===== src/sv/fhs_pkg.sv =====
package fhs_pkg;

  localparam int MaxFrames = 256;
  localparam int CountW    = 9;
  localparam int CodeW     = 32;

  typedef enum logic [2:0] {
    OpPubProd  = 3'd0,
    OpPubCons  = 3'd1,
    OpPollProd = 3'd2,
    OpPollCons = 3'd3,
    OpFailProd = 3'd4,
    OpFailCons = 3'd5
  } op_e;

  typedef enum logic [2:0] {
    RcOk         = 3'd0,
    RcInvalid    = 3'd1,
    RcRange      = 3'd2,
    RcBusy       = 3'd3,
    RcProto      = 3'd4,
    RcWouldBlock = 3'd5,
    RcPeer       = 3'd6
  } rc_e;

  typedef struct packed {
    logic [2:0]              op;
    logic [CountW-1:0]       frame_number;
    logic [CountW-1:0]       after_frame;
    logic signed [CodeW-1:0] failure_code;
  } item_t;

  typedef struct packed {
    rc_e                     result_code;
    logic [CountW-1:0]       observed_frame;
    logic signed [CodeW-1:0] peer_code;
  } result_t;

  typedef struct packed {
    logic [CountW-1:0] produced_count;
    logic [CountW-1:0] consumed_count;
  } status_t;

  typedef struct packed {
    logic advance;
    logic stall;
  } in_ctrl_t;

endpackage


===== src/sv/fhs_in_stage.sv =====
module fhs_in_stage (
  input  logic             clk_i,
  input  logic             rst_ni,
  input  logic             in_valid_i,
  input  fhs_pkg::item_t   item_i,
  input  logic             out_free_i,
  output fhs_pkg::in_ctrl_t ctrl_o,
  output logic             vld_o,
  output fhs_pkg::item_t   item_o
);

  logic           vld_q, vld_d;
  fhs_pkg::item_t item_q;
  logic           accept;

  // The held beat moves on whenever the result register can take it.
  assign ctrl_o.advance = vld_q && out_free_i;
  assign ctrl_o.stall   = vld_q && !out_free_i;
  assign accept         = in_valid_i && !ctrl_o.stall;
  assign vld_d          = accept || (vld_q && !ctrl_o.advance);

  always_ff @(posedge clk_i or negedge rst_ni) begin
    if (!rst_ni) begin
      vld_q <= 1'b0;
    end else begin
      vld_q <= vld_d;
    end
  end

  always_ff @(posedge clk_i) begin
    if (accept) begin
      item_q <= item_i;
    end
  end

  assign vld_o  = vld_q;
  assign item_o = item_q;

endmodule


===== src/sv/fhs_engine.sv =====
module fhs_engine (
  input  logic                          clk_i,
  input  logic                          rst_ni,
  input  logic                          cfg_we_i,
  input  logic [fhs_pkg::CountW-1:0]    cfg_data_i,
  input  logic                          en_i,
  input  fhs_pkg::item_t                item_i,
  output fhs_pkg::result_t              result_o,
  output fhs_pkg::status_t              status_o
);

  localparam int W = fhs_pkg::CountW;

  logic [W-1:0] frame_limit_q;
  logic [W-1:0] prod_q, prod_d;
  logic [W-1:0] cons_q, cons_d;
  logic signed [fhs_pkg::CodeW-1:0] prod_fault_q, prod_fault_d;
  logic signed [fhs_pkg::CodeW-1:0] cons_fault_q, cons_fault_d;

  logic         cfg_ok;
  logic         peer_fail;
  logic signed [fhs_pkg::CodeW-1:0] peer_val;
  logic [W-1:0] current;
  logic [W-1:0] seq;
  logic         prod_seq_ok, cons_seq_ok;
  fhs_pkg::result_t res;

  assign seq    = item_i.frame_number;
  assign cfg_ok = (frame_limit_q != '0) &&
                  (frame_limit_q <= W'(fhs_pkg::MaxFrames));
  // The producer's stored failure takes precedence over the consumer's.
  assign peer_fail = prod_fault_q[fhs_pkg::CodeW-1] || cons_fault_q[fhs_pkg::CodeW-1];
  assign peer_val  = prod_fault_q[fhs_pkg::CodeW-1] ? prod_fault_q : cons_fault_q;
  assign current   = (item_i.op == fhs_pkg::OpPollProd) ? prod_q : cons_q;

  assign prod_seq_ok = (seq != '0) && (seq <= frame_limit_q) &&
                       ({1'b0, seq} == ({1'b0, prod_q} + (W+1)'(1)));
  assign cons_seq_ok = (seq != '0) && (seq <= frame_limit_q) &&
                       ({1'b0, seq} == ({1'b0, cons_q} + (W+1)'(1)));

  always_comb begin
    res.result_code    = fhs_pkg::RcInvalid;
    res.observed_frame = '0;
    res.peer_code      = '0;
    prod_d             = prod_q;
    cons_d             = cons_q;
    prod_fault_d       = prod_fault_q;
    cons_fault_d       = cons_fault_q;
    if (cfg_ok) begin
      case (item_i.op)
        fhs_pkg::OpPubProd: begin
          if (peer_fail) begin
            res.result_code = fhs_pkg::RcPeer;
            res.peer_code   = peer_val;
          end else if (!prod_seq_ok) begin
            res.result_code = fhs_pkg::RcRange;
          end else if (cons_q != prod_q) begin
            res.result_code = fhs_pkg::RcBusy;
          end else begin
            res.result_code = fhs_pkg::RcOk;
            prod_d          = seq;
          end
        end
        fhs_pkg::OpPubCons: begin
          if (peer_fail) begin
            res.result_code = fhs_pkg::RcPeer;
            res.peer_code   = peer_val;
          end else if (!cons_seq_ok) begin
            res.result_code = fhs_pkg::RcRange;
          end else if (prod_q != seq) begin
            res.result_code = fhs_pkg::RcBusy;
          end else begin
            res.result_code = fhs_pkg::RcOk;
            cons_d          = seq;
          end
        end
        fhs_pkg::OpPollProd, fhs_pkg::OpPollCons: begin
          if (item_i.after_frame > frame_limit_q) begin
            res.result_code = fhs_pkg::RcInvalid;
          end else if (peer_fail) begin
            res.result_code = fhs_pkg::RcPeer;
            res.peer_code   = peer_val;
          end else if (current > item_i.after_frame) begin
            res.result_code    = fhs_pkg::RcOk;
            res.observed_frame = current;
          end else if (current < item_i.after_frame) begin
            res.result_code = fhs_pkg::RcProto;
          end else begin
            res.result_code = fhs_pkg::RcWouldBlock;
          end
        end
        fhs_pkg::OpFailProd: begin
          if (item_i.failure_code[fhs_pkg::CodeW-1]) begin
            res.result_code = fhs_pkg::RcOk;
            prod_fault_d    = item_i.failure_code;
          end
        end
        fhs_pkg::OpFailCons: begin
          if (item_i.failure_code[fhs_pkg::CodeW-1]) begin
            res.result_code = fhs_pkg::RcOk;
            cons_fault_d    = item_i.failure_code;
          end
        end
        default: begin
          res.result_code = fhs_pkg::RcInvalid;
        end
      endcase
    end
  end

  always_ff @(posedge clk_i or negedge rst_ni) begin
    if (!rst_ni) begin
      frame_limit_q <= W'(1);
      prod_q        <= '0;
      cons_q        <= '0;
      prod_fault_q  <= '0;
      cons_fault_q  <= '0;
    end else begin
      if (cfg_we_i) begin
        frame_limit_q <= cfg_data_i;
      end
      if (en_i) begin
        prod_q       <= prod_d;
        cons_q       <= cons_d;
        prod_fault_q <= prod_fault_d;
        cons_fault_q <= cons_fault_d;
      end
    end
  end

  assign result_o                = res;
  assign status_o.produced_count = prod_q;
  assign status_o.consumed_count = cons_q;

endmodule


===== src/sv/fhs_out_stage.sv =====
module fhs_out_stage (
  input  logic             clk_i,
  input  logic             rst_ni,
  input  logic             load_i,
  input  fhs_pkg::result_t result_i,
  input  logic             out_stall_i,
  output logic             free_o,
  output logic             out_valid_o,
  output fhs_pkg::result_t result_o
);

  logic             vld_q, vld_d;
  fhs_pkg::result_t result_q;

  assign free_o = !vld_q || !out_stall_i;
  assign vld_d  = load_i || (vld_q && out_stall_i);

  always_ff @(posedge clk_i or negedge rst_ni) begin
    if (!rst_ni) begin
      vld_q <= 1'b0;
    end else begin
      vld_q <= vld_d;
    end
  end

  always_ff @(posedge clk_i) begin
    if (load_i) begin
      result_q <= result_i;
    end
  end

  assign out_valid_o = vld_q;
  assign result_o    = result_q;

endmodule


===== src/sv/frame_handshake_sync.sv =====
// Producer/consumer frame handshake engine.
// Input channel: one operation per beat (op_i, frame_number_i, after_frame_i,
// failure_code_i), taken at a clock edge where in_valid_i is high and
// in_stall_o is low. Output channel: one result per operation (result_code_o,
// observed_frame_o, peer_code_o), taken where out_valid_o is high and
// out_stall_i is low. Results come back in operation order.
// Configuration: the frame limit is written through cfg_data_i on an edge where
// cfg_valid_i and cfg_ready_o are high; cfg_ready_o is always high. Write it
// only while no operation is in flight.
// The checks and count updates run on the input register's contents, and the
// edge at which that beat advances loads the result register. Throughput is
// one operation per cycle while the receiver does not stall, since each
// operation needs only the counts left by the one before it.
// Reset clears both counts and both stored failure codes and sets the frame
// limit to one; no result is pending afterwards.
// While the receiver stalls, the result register holds its beat; the input
// register still takes one more operation, then in_stall_o rises until the
// result is taken.
module frame_handshake_sync (
  input  logic                              clk_i,
  input  logic                              rst_ni,
  input  logic                              in_valid_i,
  output logic                              in_stall_o,
  input  logic [2:0]                        op_i,
  input  logic [fhs_pkg::CountW-1:0]        frame_number_i,
  input  logic [fhs_pkg::CountW-1:0]        after_frame_i,
  input  logic signed [fhs_pkg::CodeW-1:0]  failure_code_i,
  output logic                              out_valid_o,
  input  logic                              out_stall_i,
  output logic [2:0]                        result_code_o,
  output logic [fhs_pkg::CountW-1:0]        observed_frame_o,
  output logic signed [fhs_pkg::CodeW-1:0]  peer_code_o,
  input  logic                              cfg_valid_i,
  output logic                              cfg_ready_o,
  input  logic [fhs_pkg::CountW-1:0]        cfg_data_i
);

  fhs_pkg::item_t    item_in, item_q;
  fhs_pkg::in_ctrl_t in_ctrl;
  fhs_pkg::result_t  result_d, result_q;
  fhs_pkg::status_t  status;
  logic              in_vld;
  logic              out_free;

  assign item_in.op           = op_i;
  assign item_in.frame_number = frame_number_i;
  assign item_in.after_frame  = after_frame_i;
  assign item_in.failure_code = failure_code_i;

  assign cfg_ready_o = 1'b1;

  fhs_in_stage u_in_stage (
    .clk_i      (clk_i),
    .rst_ni     (rst_ni),
    .in_valid_i (in_valid_i),
    .item_i     (item_in),
    .out_free_i (out_free),
    .ctrl_o     (in_ctrl),
    .vld_o      (in_vld),
    .item_o     (item_q)
  );

  fhs_engine u_engine (
    .clk_i      (clk_i),
    .rst_ni     (rst_ni),
    .cfg_we_i   (cfg_valid_i && cfg_ready_o),
    .cfg_data_i (cfg_data_i),
    .en_i       (in_ctrl.advance),
    .item_i     (item_q),
    .result_o   (result_d),
    .status_o   (status)
  );

  fhs_out_stage u_out_stage (
    .clk_i       (clk_i),
    .rst_ni      (rst_ni),
    .load_i      (in_ctrl.advance),
    .result_i    (result_d),
    .out_stall_i (out_stall_i),
    .free_o      (out_free),
    .out_valid_o (out_valid_o),
    .result_o    (result_q)
  );

  assign in_stall_o       = in_ctrl.stall;
  assign result_code_o    = 3'(result_q.result_code);
  assign observed_frame_o = result_q.observed_frame;
  assign peer_code_o      = result_q.peer_code;

  // The producer is never more than one frame ahead of the consumer.
  assert property (@(posedge clk_i) disable iff (!rst_ni)
    (status.produced_count == status.consumed_count) ||
    (status.produced_count == status.consumed_count + fhs_pkg::CountW'(1)))
    else $error("frame counts drifted apart");

  // Only a held result can push back on the input side.
  assert property (@(posedge clk_i) disable iff (!rst_ni)
    in_stall_o |-> (out_valid_o && in_vld))
    else $error("input stalled without a pending result");

  // A peer-failed result always carries a negative stored code.
  assert property (@(posedge clk_i) disable iff (!rst_ni)
    (out_valid_o && result_q.result_code == fhs_pkg::RcPeer) |->
      peer_code_o[fhs_pkg::CodeW-1])
    else $error("peer failure without negative code");

  // A count is reported only with a successful poll.
  assert property (@(posedge clk_i) disable iff (!rst_ni)
    (out_valid_o && observed_frame_o != '0) |->
      (result_q.result_code == fhs_pkg::RcOk))
    else $error("observed frame on a non-ok result");

endmodule


===== config.mk =====
export PLATFORM = sky130hd
export DESIGN_NAME = frame_handshake_sync
export DESIGN_NICKNAME = d
export VERILOG_FILES = /design/src/sv/fhs_pkg.sv /design/src/sv/fhs_in_stage.sv /design/src/sv/fhs_engine.sv /design/src/sv/fhs_out_stage.sv /design/src/sv/frame_handshake_sync.sv
export SDC_FILE = /design/constraint.sdc
export NUM_CORES = 1
export LEC_CHECK = 0
export ABC_AREA = 1
export BUFFER_PORTS_ARGS = -buffer_cell sky130_fd_sc_hd__buf_4
export CORE_ASPECT_RATIO = 2
export CORE_MARGIN = 5
export CORE_UTILIZATION = 30
export DETAILED_ROUTE_END_ITERATION = 8
export PLACE_DENSITY = 0.52
export SYNTH_ARGS = -nofsm -noshare
export SYNTH_HDL_FRONTEND = slang
export SYNTH_HIERARCHICAL = 1
export SYNTH_SLANG_ARGS = --single-unit
export TNS_END_PERCENT = 30

===== constraint.sdc =====
create_clock -name clk_i -period 2.47 [get_ports clk_i]
set_input_delay 0.1235 -clock clk_i [delete_from_list [all_inputs] [get_ports clk_i]]
set_output_delay 0.1235 -clock clk_i [all_outputs]
set_load 0.02 [all_outputs]

==> results.cfg <==
[synthesis]
netlist_area_um2 = 8890
synth_nets = 1051
netlist_instances = 955
synth.area.top_cells = edfxtp_1 33%, dfrtp_1 26%, nand2_1 12%
synth_xor_area_frac = 0.0117
synth_top_area_cell = edfxtp_1
synth.yosys.seq_area_share = 0.590
synth_top_family_by_area = simple AND/OR/NAND/NOR gates
synthMuxAreaShare = 0
synthAdderAreaFrac = 0.0408
synth-compound-area-share = 0.0914
ys_ff_latch = 190
synth_top_area_frac = 0.328
synth_cell_type_count = 37
post_synth.cell_area_avg_um2 = 9.31
ys_warn_count = 6
yosys.area_share.simple = 0.198

[timing]
max_freq_mhz = 419
setup_viol = 0
rsz0062_at_grt = yes
final.period_utilization = 0.967
worst_slack_ps = 80.7
relSlewSlack = 0.613
hold_viol_final = 0
tightest_slew_ps = 581
finClkSkew_ps = 14.2
fin_tns_setup_ps = 0
slew_viol_final = 0
whs_ps = 35.5
min_period_ps = 2390

[layout]
final_common_cell = nand2_1
areaGrowthSynthToFinish_pct = 35.8
num_antenna_cells = 0
final_cell_mix = 279 x nand2_1, 158 x buf_4, 110 x inv_1
postLayoutCoreUtil = 0.411
drive_gt1_frac = 0.217
finalNetCount = 1279
fin_area_um2 = 12100

[drt]
wl_per_cell_um = 16.1
drc = 0
postRouteAntennaNets = 0
drt-initial-drc-count = 481
first_pass_iters = 5
routed_wl_mm = 25.1
vias = 7145
viasPerCell = 4.58

[floorplan]
rows = 89
io_pins = 114
chipWidth_um = 132
die_h_um = 253
start_util = 0.302
core-area_um2 = 29400
dieArea_um2 = 33400

[placed_design]
pre_cts_ws_ps = -63.3
dpl.hpwl_mm = 18.2
place.gp.congestion = 0.949
io_buffers = 112
placed_cell_area_um2 = 10400

[worst_setup_path]
worstPathArrival_ps = 2690
slowest_delay_ps = 430
start_kind = flop
crit_start = u_in_stage/item_o[52]$_DFFE_PP_
path_depth = 14
worstPathMaxFanout = 5
rr_worst_depth = 14
end_kind = flop
cpMaxStageDelayCell = edfxtp_1
r2r-start = u_in_stage/item_o[52]$_DFFE_PP_
critPathKind = flop to flop
path_cells = nor2_4 -> nand2_4 -> buf_12 -> nand2_2 -> o21ai_2 -> ha_1 -> nand2_2 -> nor2_4 -> nand2_1 -> o21ai_2 -> nand3b_1 -> nor2_2 -> nand3_2 -> nor2_1
worst_ep_required_time_ps = 2770
crit_family = simple AND/OR/NAND/NOR gates
crit_buf_inv = 1

[global_route]
grt.busiest_layer = met2
grt_pass1_wl_mm = 39.5
overflow = 0
grtUsageMet3 = 0.0237
grt_start_max_net_pins = 67
grt_pass1_vias = 7495
use_met2 = 0.309
grt_use_met1 = 0.141
grt_util_all_layers = 0.152
antenna_found_initial = 0

[pwr]
ir_worst_vdd_mv = 0.441
power_density_nw_per_um2 = 667
p_leak_nw = 5.47

[clocking]
path_clk_slew_ps = 70
cts-root-buf = clkbuf_16
clock-sinks = 190
clock_path_buffers = 2
h-tree-depth = 4
cts_tree = built
insertion_delay_ps = 440
cts-buffers-inserted = 17

[hold_path]
holdCritStartpoint = cfg_valid_i
hp-class = input port to flop
min_path_cells = 2

[run_status]
status = completed

[job]
cap_violations = 0
[flip-flops by register name (all words and copies together) (netlist names)]
name / count
u_engine/frame_limit_q: 9
u_out_stage/out_valid_o: 1
u_in_stage/vld_o: 1
u_engine/prod_q: 9
u_out_stage/result_o: 44
u_engine/prod_fault_q: 32
u_in_stage/item_o: 53
u_engine/cons_fault_q: 32
u_engine/cons_q: 9
[metrics by stage]
step | power (W) | std cells
after detailed placement | 0.00520 | 1441
after CTS | 0.00814 | 1553
final | 0.00805 | 1560
after global placement | 0.00517 | 1441
after floorplan | 0.00470 | 955
after global routing | 0.00848 | 1560
[cell families after synthesis]
| kind of cell | Yosys count |
|---|---|
| AND/OR/NAND/NOR | 422 |
| adder cells (fa/ha/maj) | 29 |
| other | 1 |
| buffers and inverters | 150 |
| XOR/XNOR | 11 |
| AO/OA/AOI/OAI | 152 |
| flip-flops | 190 |
[cell usage after synthesis]
cell type and instances:
xor2_2 1, o211ai_1 1, clkbuf_2 1, clkbuf_1 18, o21a_1 1, a21o_1 2
dfstp_2 1, edfxtp_1 97, dfrtp_1 92, nand3_2 3, a21oi_2 1, inv_1 111
nor3_2 1, nand2_1 290, buf_4 3, nand2_4 1, buf_6 2, nand2_2 3
inv_2 4, conb_1 1, xor2_1 7, nor2_4 1, buf_2 11, xnor2_1 3
nand4_1 19, o21ai_0 63, a21oi_1 52, nor4_1 1, nor2_2 3, o21ai_2 10
nor3_1 7, o21ai_1 22, ha_1 29, nor2_1 57, nand3b_1 2, nand3_4 1
nand3_1 33
[area by class of cell]
cell class	instances	area [um2]
clock buffers	17	425
multi-input cells	616	3230
well taps	364	455
inverters	115	432
repair buffers	243	2120
flip-flops and latches	190	5240
clock inverters	15	168
fillers	2945	17300
[power by group]
| group | internal, W | total [W] | switching [W] |
|---|---|---|---|
| Clock | 0.00159 | 0.00280 | 0.00121 |
| Combinational | 0.000554 | 0.00124 | 0.000686 |
| Sequential | 0.00380 | 0.00402 | 0.000211 |
[worst paths after layout]
check	end	slack, ps
setup / recovery	u_out_stage/result_o[34]$_DFFE_PP_	80
hold / removal	u_engine/frame_limit_q[6]$_DFFE_PN0P_	40
setup reg to reg	u_out_stage/result_o[34]$_DFFE_PP_	80
hold reg to reg	u_engine/cons_fault_q[31]$_DFFE_PN0P_	460
max in group asynchronous	u_engine/cons_fault_q[23]$_DFFE_PN0P_	1570
min in group asynchronous	u_engine/frame_limit_q[4]$_DFFE_PN0P_	160
[routing by layer]
metal,share of wire,up-vias,wire length (um)
li1,-,3577,-
met1,0.34,3385,8640
met2,0.58,132,14700
met3,0.024,51,591
met4,0.048,0,1210
met5,0,-,0
[timing repair]
item	4_1_cts	5_1_grt
hold buffers	78	0
hold endpoints to repair	91	0
setup endpoints to repair	10	20
gates resized for setup	7	48
buffers inserted	1	5
cloned	1	2
pin swaps	4	13
Power figures use the tool's default switching activity.
